### src/sv/mts_pkg.sv
// Package for the melody tone sequencer: command codes, note counts and the
// note ROM (frequency, duration and due threshold per note).
// No dependencies.
`default_nettype none

package mts_pkg;

  // Command codes carried on the action field
  localparam logic [1:0] ACT_TICK   = 2'd0;
  localparam logic [1:0] ACT_ALARM  = 2'd1;
  localparam logic [1:0] ACT_JINGLE = 2'd2;
  localparam logic [1:0] ACT_STOP   = 2'd3;

  // Melody select codes
  localparam logic SEL_ALARM  = 1'b0;
  localparam logic SEL_JINGLE = 1'b1;

  // Note counts per melody (1 to 32)
  localparam int unsigned ALARM_NOTES  = 25;
  localparam int unsigned JINGLE_NOTES = 4;

  localparam int unsigned IDX_W  = 5;
  localparam int unsigned FREQ_W = 11;
  localparam int unsigned LEN_W  = 9;
  localparam int unsigned MS_W   = 32;

  localparam logic [IDX_W:0] ALARM_COUNT  = (IDX_W+1)'(ALARM_NOTES);
  localparam logic [IDX_W:0] JINGLE_COUNT = (IDX_W+1)'(JINGLE_NOTES);

  // Note durations at 175 beats per minute
  localparam int unsigned BPM_TEMPO = 175;
  localparam logic [LEN_W-1:0] LEN_Q  = LEN_W'(60000 / BPM_TEMPO);
  localparam logic [LEN_W-1:0] LEN_HD = LEN_W'(45000 / BPM_TEMPO);
  localparam logic [LEN_W-1:0] LEN_H  = LEN_W'(30000 / BPM_TEMPO);
  localparam logic [LEN_W-1:0] LEN_S  = LEN_W'(15000 / BPM_TEMPO);

  // Due threshold: smallest elapsed time with elapsed * 10 >= len * 11
  localparam logic [LEN_W-1:0] THR_Q  = LEN_W'((LEN_Q * 11 + 9) / 10);
  localparam logic [LEN_W-1:0] THR_HD = LEN_W'((LEN_HD * 11 + 9) / 10);
  localparam logic [LEN_W-1:0] THR_H  = LEN_W'((LEN_H * 11 + 9) / 10);
  localparam logic [LEN_W-1:0] THR_S  = LEN_W'((LEN_S * 11 + 9) / 10);
  localparam logic [LEN_W-1:0] LEN_J  = LEN_W'(90);
  localparam logic [LEN_W-1:0] LEN_JL = LEN_W'(220);
  localparam logic [LEN_W-1:0] THR_J  = LEN_W'((90 * 11 + 9) / 10);
  localparam logic [LEN_W-1:0] THR_JL = LEN_W'((220 * 11 + 9) / 10);

  // Frequencies in hertz
  localparam logic [FREQ_W-1:0] F_DS5 = FREQ_W'(622);
  localparam logic [FREQ_W-1:0] F_B4  = FREQ_W'(494);
  localparam logic [FREQ_W-1:0] F_AS4 = FREQ_W'(466);
  localparam logic [FREQ_W-1:0] F_A4  = FREQ_W'(440);
  localparam logic [FREQ_W-1:0] F_C5  = FREQ_W'(523);
  localparam logic [FREQ_W-1:0] F_E5  = FREQ_W'(659);
  localparam logic [FREQ_W-1:0] F_G5  = FREQ_W'(784);
  localparam logic [FREQ_W-1:0] F_C6  = FREQ_W'(1047);
  localparam logic [FREQ_W-1:0] F_REST = '0;

  typedef struct packed {
    logic [FREQ_W-1:0] freq;
    logic [LEN_W-1:0]  len;
    logic [LEN_W-1:0]  thr;
  } note_t;

  localparam note_t NOTE_EMPTY = '{freq: F_REST, len: '0, thr: '0};

  // Note ROM; entries past the stored notes read as an empty rest
  function automatic note_t note_lookup(input logic sel, input logic [IDX_W-1:0] idx);
    note_t n;
    n = NOTE_EMPTY;
    if (sel == SEL_JINGLE) begin
      unique case (idx)
        5'd0:    n = '{freq: F_C5, len: LEN_J,  thr: THR_J};
        5'd1:    n = '{freq: F_E5, len: LEN_J,  thr: THR_J};
        5'd2:    n = '{freq: F_G5, len: LEN_J,  thr: THR_J};
        5'd3:    n = '{freq: F_C6, len: LEN_JL, thr: THR_JL};
        default: n = NOTE_EMPTY;
      endcase
    end else begin
      unique case (idx) inside
        5'd0:    n = '{freq: F_B4,  len: LEN_S,  thr: THR_S};
        5'd1:    n = '{freq: F_B4,  len: LEN_HD, thr: THR_HD};
        5'd2:    n = '{freq: F_DS5, len: LEN_H,  thr: THR_H};
        5'd3:    n = '{freq: F_A4,  len: LEN_H,  thr: THR_H};
        5'd4, 5'd7, 5'd10, 5'd13, 5'd16, 5'd19, 5'd22:
                 n = '{freq: F_REST, len: LEN_Q, thr: THR_Q};
        5'd5, 5'd8, 5'd11, 5'd14, 5'd17, 5'd20, 5'd23:
                 n = '{freq: F_DS5, len: LEN_H, thr: THR_H};
        5'd6, 5'd9, 5'd12, 5'd15, 5'd18, 5'd21, 5'd24:
                 n = '{freq: F_AS4, len: LEN_H, thr: THR_H};
        default: n = NOTE_EMPTY;
      endcase
    end
    return n;
  endfunction

endpackage

`default_nettype wire

### src/sv/melody_tone_sequencer.sv
// Melody tone sequencer top level: command decode, note timing and result
// register. Depends on mts_pkg for command codes and the note ROM.
//
// Usage:
//   Input channel (in_valid/in_ready) carries one command beat: action
//   (tick, play alarm, play jingle, stop) and now_ms, the millisecond count.
//   Output channel (out_valid/out_ready) returns exactly one result beat per
//   input beat: tone start with frequency and length, silence, and the
//   playing flag after the command.
//   The result beat is registered in the cycle after its input beat. Throughput is
//   one beat per cycle while the receiver takes each result: the note ROM read,
//   the 32-bit elapsed-time subtract and the threshold compare all sit between
//   the state registers and the result register.
//   When the receiver stalls, the result register holds its beat and
//   in_ready drops until that beat is taken, so nothing is lost.
//   Reset (rst, synchronous) clears playback, selects the alarm, zeroes the
//   note index and start time, and empties the result register.
`default_nettype none

module melody_tone_sequencer (
  input  wire logic                        clk,
  input  wire logic                        rst,
  input  wire logic                        in_valid,
  output      logic                        in_ready,
  input  wire logic [1:0]                  action,
  input  wire logic [mts_pkg::MS_W-1:0]    now_ms,
  output      logic                        out_valid,
  input  wire logic                        out_ready,
  output      logic                        tone_start,
  output      logic                        tone_silence,
  output      logic [mts_pkg::FREQ_W-1:0]  tone_frequency_hz,
  output      logic [mts_pkg::LEN_W-1:0]   tone_length_ms,
  output      logic                        is_playing
);

  import mts_pkg::*;

  // Playback state
  logic              playing, playing_next;
  logic              looping, looping_next;
  logic              melody_select, melody_select_next;
  logic [IDX_W-1:0]  note_index, note_index_next;
  logic [MS_W-1:0]   note_start_ms, note_start_ms_next;

  // Result beat
  logic              start_next, silence_next;
  logic [FREQ_W-1:0] freq_next;
  logic [LEN_W-1:0]  len_next;

  logic              in_beat;
  note_t             note;
  logic [MS_W-1:0]   elapsed;
  logic              note_due;
  logic [IDX_W:0]    idx_inc;
  logic [IDX_W:0]    note_count;

  // Accept when the result register is empty or drains this cycle
  assign in_ready = !out_valid || out_ready;
  assign in_beat  = in_valid && in_ready;

  // Look up the current note and check whether it is due
  assign note       = note_lookup(melody_select, note_index);
  assign elapsed    = now_ms - note_start_ms;
  assign note_due   = elapsed >= {{(MS_W-LEN_W){1'b0}}, note.thr};
  assign idx_inc    = {1'b0, note_index} + (IDX_W+1)'(1);
  assign note_count = (melody_select == SEL_JINGLE) ? JINGLE_COUNT : ALARM_COUNT;

  // Decode the command and build the next state and result
  always_comb begin
    playing_next       = playing;
    looping_next       = looping;
    melody_select_next = melody_select;
    note_index_next    = note_index;
    note_start_ms_next = note_start_ms;
    start_next         = 1'b0;
    silence_next       = 1'b0;
    freq_next          = '0;
    len_next           = '0;
    unique case (action) inside
      ACT_ALARM, ACT_JINGLE: begin
        melody_select_next = (action == ACT_JINGLE) ? SEL_JINGLE : SEL_ALARM;
        looping_next       = (action == ACT_ALARM);
        note_index_next    = '0;
        note_start_ms_next = '0;
        playing_next       = 1'b1;
      end
      ACT_STOP: begin
        playing_next    = 1'b0;
        note_index_next = '0;
        silence_next    = 1'b1;
      end
      ACT_TICK: begin
        if (playing && note_due) begin
          note_start_ms_next = now_ms;
          if (note.freq != F_REST) begin
            start_next = 1'b1;
            freq_next  = note.freq;
            len_next   = note.len;
          end else begin
            silence_next = 1'b1;
          end
          if (idx_inc >= note_count) begin
            note_index_next = '0;
            if (!looping) begin
              playing_next = 1'b0;
            end
          end else begin
            note_index_next = idx_inc[IDX_W-1:0];
          end
        end
      end
      default: begin
        playing_next = playing;
      end
    endcase
  end

  // Advance playback state on each accepted beat
  always_ff @(posedge clk) begin
    if (rst) begin
      playing       <= 1'b0;
      looping       <= 1'b0;
      melody_select <= SEL_ALARM;
      note_index    <= '0;
      note_start_ms <= '0;
    end else if (in_beat) begin
      playing       <= playing_next;
      looping       <= looping_next;
      melody_select <= melody_select_next;
      note_index    <= note_index_next;
      note_start_ms <= note_start_ms_next;
    end
  end

  // Hold the result beat until the receiver takes it
  always_ff @(posedge clk) begin
    if (rst) begin
      out_valid <= 1'b0;
    end else if (in_beat) begin
      out_valid <= 1'b1;
    end else if (out_ready) begin
      out_valid <= 1'b0;
    end
  end

  always_ff @(posedge clk) begin
    if (in_beat) begin
      tone_start        <= start_next;
      tone_silence      <= silence_next;
      tone_frequency_hz <= freq_next;
      tone_length_ms    <= len_next;
      is_playing        <= playing_next;
    end
  end

  // Checks
  a_start_xor_silence: assert property (@(posedge clk) disable iff (rst)
    out_valid |-> !(tone_start && tone_silence))
    else $error("tone start and silence in the same beat");

  a_tone_has_freq: assert property (@(posedge clk) disable iff (rst)
    (out_valid && tone_start) |-> (tone_frequency_hz != '0 && tone_length_ms != '0))
    else $error("tone start without frequency or length");

  a_no_tone_no_fields: assert property (@(posedge clk) disable iff (rst)
    (out_valid && !tone_start) |-> (tone_frequency_hz == '0 && tone_length_ms == '0))
    else $error("frequency or length without tone start");

  a_stop_halts: assert property (@(posedge clk) disable iff (rst)
    (in_beat && action == ACT_STOP) |=> (!playing && note_index == '0 && tone_silence))
    else $error("stop did not halt playback");

  a_stall_blocks: assert property (@(posedge clk) disable iff (rst)
    (out_valid && !out_ready) |-> !in_ready)
    else $error("input accepted over a stalled result");

endmodule

`default_nettype wire

### config.mk
export PLATFORM = sky130hd
export DESIGN_NAME = melody_tone_sequencer
export DESIGN_NICKNAME = d
export VERILOG_FILES = /design/src/sv/mts_pkg.sv /design/src/sv/melody_tone_sequencer.sv
export SDC_FILE = /design/constraint.sdc
export NUM_CORES = 1
export LEC_CHECK = 0
export ABC_AREA = 1
export ABC_CLOCK_PERIOD_IN_PS = 8300
export BUFFER_PORTS_ARGS = -buffer_cell sky130_fd_sc_hd__buf_4
export CAP_MARGIN = 20
export CORE_UTILIZATION = 54
export DETAILED_ROUTE_END_ITERATION = 10
export GPL_ROUTABILITY_DRIVEN = 0
export GPL_TIMING_DRIVEN = 0
export HOLD_SLACK_MARGIN = 0.03
export PLACE_DENSITY_LB_ADDON = 0.1
export SYNTH_ARGS = -nofsm -noshare
export SYNTH_HDL_FRONTEND = slang
export SYNTH_SLANG_ARGS = --single-unit
### constraint.sdc
create_clock -name clk -period 8.3 [get_ports clk]
set_input_delay 0.83 -clock clk [delete_from_list [all_inputs] [get_ports clk]]
set_output_delay 0.83 -clock clk [all_outputs]
set_load 0.02 [all_outputs]
Word level (Yosys, flattened, before mapping)
Index checks and enable logic that the tools add are counted.
- register bits: 64
- input port bits: 38
- word-level logic and storage cells: 83
- add/sub/neg operators: 2
- $lt $le $gt $ge: 2
- equality and inequality tests: 28
- muxes and demuxes: 20
- reductions and logical operators: 20
- operators by type and width (operator ; number):
    28-bit case mux with 6 select lines ; 1
    29-bit case mux with 4 select lines ; 1
    32-bit case mux with 2 select lines ; 1
    5-bit equality test (second input constant) ; 9
    5-bit by 4-bit equality test with 1-bit output (second input constant) ; 8
    32-bit by 9-bit >= comparator with 1-bit output ; 1
    32-bit two-way mux ; 1
    32-bit subtractor ; 1
    29-bit two-way mux ; 1
    5-bit by 3-bit equality test with 1-bit output (second input constant) ; 4
    5-bit two-way mux ; 3
    7-bit OR reduction ; 2
    11-bit nonzero test ; 1
    5-bit by 2-bit equality test with 1-bit output (second input constant) ; 2
    5-bit case mux with 2 select lines ; 1
    1-bit two-way mux ; 9
    3-bit AND reduction ; 3
    8-bit OR reduction ; 1
    5-bit by 1-bit adder with 6-bit output (second input constant) ; 1
    6-bit by 5-bit >= comparator with 1-bit output ; 1
    2-bit nonzero test ; 3
    5-bit by 1-bit equality test with 1-bit output (second input constant) ; 1
    5-bit zero test ; 1
    2-bit equality test (second input constant) ; 2
    11 further kinds ; 13

Depth between registers and ports, before layout
- depth after elaboration: 8
- mapped depth: 33
- mapped depth without buffers: 32

Worst setup path before layout
OpenSTA, ideal clock, no wires.
- kind: in2reg
- start: in now_ms[0] (netlist name)
- end: reg tone_length_ms[8] (netlist name), data pin
- data arrival time: 3485 ps
- required time: 8036 ps
- setup slack: 4551 ps
- stages: 29
- buffers on the path: 1
- path through: inv_1 -> ha_1 -> inv_1 -> fa_1 -> nand2_1 -> nand2_1 -> nand3_1 -> nand2_1 -> xor2_1 -> ha_1 -> nand2_1 -> inv_1 -> nand2_1 -> nand2_1 -> nor2_1 -> nand2_1 -> nand2_1 -> nand2_1 -> nor2_1 -> nand3_1 -> nor2_1 -> nand2_1 -> nor2_2 -> nand2_2 -> nand2_2 -> inv_1 -> nand3_4 -> buf_2 -> nor2_1
- cells in the longest elaborated chain, start to end: 4
- ends and longest elaborated chain (item ; line ; text):
    start: declaration ; melody_tone_sequencer.sv:26 ; input wire logic [mts_pkg::MS_W-1:0] now_ms,
    32-bit subtractor ; melody_tone_sequencer.sv:63 ; assign elapsed = now_ms - note_start_ms;
    32-bit by 9-bit >= comparator with 1-bit output ; melody_tone_sequencer.sv:64 ; assign note_due = elapsed >= {{(MS_W-LEN_W){1'b0}}, note.thr};
    1-bit logical AND ; melody_tone_sequencer.sv:93 ; if (playing && note_due) begin
    3-bit AND reduction (no source line) ; - ;
    end signal: assignment ; melody_tone_sequencer.sv:151 ; tone_length_ms <= len_next;
    end: declaration ; melody_tone_sequencer.sv:32 ; output logic [mts_pkg::LEN_W-1:0] tone_length_ms,
No other way between the ends.
A chain may end at the register's enable or synchronous reset.

Final worst setup path
- start: reg note_index[0]
- end: reg tone_length_ms[8] (netlist name), data pin
- cells in the longest elaborated chain, start to end: 7
- elaborated cells on any way between the ends: 35
- classes of those cells: order compare (1); eq/ne (24); mux (3); reduce/logical (7)
- ends and longest elaborated chain (item ; line ; text):
    start: declaration ; melody_tone_sequencer.sv:42 ; logic [IDX_W-1:0] note_index, note_index_next;
    start signal: assignment ; melody_tone_sequencer.sv:130 ; note_index <= note_index_next;
    5-bit by 2-bit equality test with 1-bit output (tied with other cells) ; mts_pkg.sv:71, melody_tone_sequencer.sv:62 ;
    8-bit OR reduction (no source line) / 7-bit OR reduction (equally long branches) ; - ;
    28-bit case mux with 6 select lines ; mts_pkg.sv:79 ; unique case (idx) inside
    29-bit two-way mux * ; mts_pkg.sv:70 ; if (sel == SEL_JINGLE) begin
    32-bit by 9-bit >= comparator with 1-bit output ; melody_tone_sequencer.sv:64 ;
    1-bit logical AND ; melody_tone_sequencer.sv:93 ;
    3-bit AND reduction (no source line) ; - ;
Mark *: on every way between the ends. The rest lies on a longest branch, timed or not.

==> impl_metrics.yaml <==
status:
  status: "finished clean"
yosys:
  yosys_warnings: 0
  netlist_instances: 988
  yosys-top-cells-area: "nand2_1 22%, dfxtp_1 14%, inv_1 13%, ha_1 11%, edfxtp_1 11%"
  ys_ff_latch: 63
  synth.avg_cell_area_um2: 6.027
  synthDistinctLibCells: 39
  ys_seq_area_share_pct: 24.88
  yosys.area.top_type_share_pct: 21.75
  synth_top_area_cell: "nand2_1"
  syn-num-nets: 1081
  synth_area_um2: 5954
detailed_routing:
  dr.pass1.iters: 5
  vias: 5924
  drt_iter0_drc: 342
  post_drt_via_cell_ratio: 4.928
  wire_per_inst_um: 11.75
  routed_wirelength_um: 14120
  drc: 0
  drtAntennaViolNets: 0
sta:
  setup_viol: 0
  finalSetupTns_ps: 0
  fin_skew_ps: 17.66
  slew_violations: 0
  period_minus_slack_ps: 4224
  max_slew_margin_pct: 46.25
  tightest_slew_ps: 797.7
  worst_slack_ps: 4076
  hold_violations: 0
  timing.final.crit_share_pct: 50.90
  rsz0062_at_grt: "no"
  maxClockFrequency_ghz: 0.2367
clock_network:
  clk_latency_ps: 370
  cts_tree: "built"
  post_cts_buffers: 0
  hold_buffers: 0
  path_clk_slew_ps: 70
  h-tree-depth: 3
  cts_resized: 0
  clk_path_buf_depth: 2
  clock-root-buffer: "clkbuf_8"
  cts_sinks: 63
  cts_buffers: 9
worst_setup_path:
  path_class: "reg -> reg"
  required_ps: 8400
  critPathMaxStageDelay_ps: 370
  cp_max_fo: 10
  critPathSlowestCell: "dfxtp_1"
  cp-end-kind: "flip-flop"
  cp_common_cell: "nor2_1"
  start_kind: "flip-flop"
  cp.arrival_ps: 4320
place:
  dp_slack_ps: 3862
  hpwl_um: 11330
  dpl_cell_area_um2: 6583
  portBuffers: 61
layout:
  diodes: 0
  final_common_cell: "nand2_1"
  drive_gt1_share_pct: 10.79
  layout_common_cells: "345 x nand2_1, 204 x inv_1, 90 x nor2_1"
  area_delta_synth_final_pct: 13.76
  nets: 1154
  final_area_um2: 6774
power:
  powerDensity_nw_per_um2: 122.7
  p_total_uw: 831.4
  ir_drop_mv: 0.06049
  power.leakage_nw: 3.573
global_routing:
  grt_max_degree: 29
  grt_pass1_wl_um: 23770
  gr-total-overflow: 0
  grt_pass1_vias: 5185
  grt_usage_pct: 26.18
  grt_antenna_before_repair: 0
floorplan:
  start_util_pct: 56.66
  io_pins: 63
  core_area_um2: 10510
  fp.dieW_um: 107.0
  rows: 37
  dieArea_um2: 11450
  die_h_um: 107.0
hold_path:
  min_path_type: "reg -> reg"
flow_run:
  cap_violations: 0
[layout make-up]
class	instances	area, um2
Fill cell	1043	3735
Tap cell	136	170.2
Clock buffer	9	123.9
Inverter	206	773.2
Sequential cell	63	1481
Multi-Input combinational cell	703	3586
Buffer	16	113.9
Clock inverter	7	40.04
Timing Repair Buffer	62	485.5
[critical path, delay by kind of cell, from the launching register on]
family                     cells  cell delay (ps)
and+or+nand+nor               22             2130
DFF                            1              370
AOI/OAI and AO/OA              2              300
buffers and inverters          4              480
adders and majority gates      3              670
[synth_stat cells, drive strengths merged]
cell / count
nand3: 43
o31ai: 1
a21oi: 71
clkinv: 1
xnor2: 2
dfxtp: 41
clkbuf: 5
nor4: 1
xor2: 8
and3: 1
and2: 5
o21ai: 12
nand4: 11
buf: 11
nor2: 98
fa: 1
a21o: 2
o221ai: 1
nor3: 16
nand2: 358
nand3b: 6
o211ai: 2
o21bai: 3
inv: 205
edfxtp: 22
ha: 54
o21a: 2
a31oi: 5
[where the power goes]
part           total (mW)  switching, mW  internal, mW
registers           0.334        0.00530         0.329
logic               0.255          0.160        0.0950
clock network       0.242          0.137         0.105
total               0.831          0.302         0.529
[logic make-up after synthesis]
logic type | Yosys count | synth area share, %
adders and majority gates | 55 | 11.68
xor gates and xnor gates | 10 | 1.471
AOI/OAI and AO/OA | 99 | 8.909
buffers and inverters | 222 | 14.90
and+or+nand+nor | 539 | 38.16
DFF | 63 | 24.88
[sequential cells by signal, indices dropped and copies added, names as in the netlist, 5 cells and up]
name	flops
tone_length_ms	8
note_index	5
note_start_ms	32
tone_frequency_hz	11
[routing by layer]
metal	track usage (%)	wire (um)
met3	4.985	814
met2	40.78	5981
met1	36.36	7048
met5	0	0
met4	8.317	277
[final timing paths]
kind / startpoint / end / cells after the start / slack, ps
worst max-delay path: note_index[0] / tone_length_ms[8] / 31 / 4080
worst min-delay path: note_start_ms[5] / note_start_ms[5] / 2 / 460
worst max register to register: note_index[0] / tone_length_ms[8] / 31 / 4080
worst min register to register: note_start_ms[5] / note_start_ms[5] / 2 / 460
[through the flow]
stage	hold WS (ps)	std cells	utilization, %
after global placement	447.5	1185	62.64
after floorplan	430.0	988	-
after detailed placement	450.2	1185	62.64
after CTS	461.2	1201	64.20
final	460.6	1202	64.46
after global routing	470.9	1202	64.46
(Power assumes the default switching activity.)
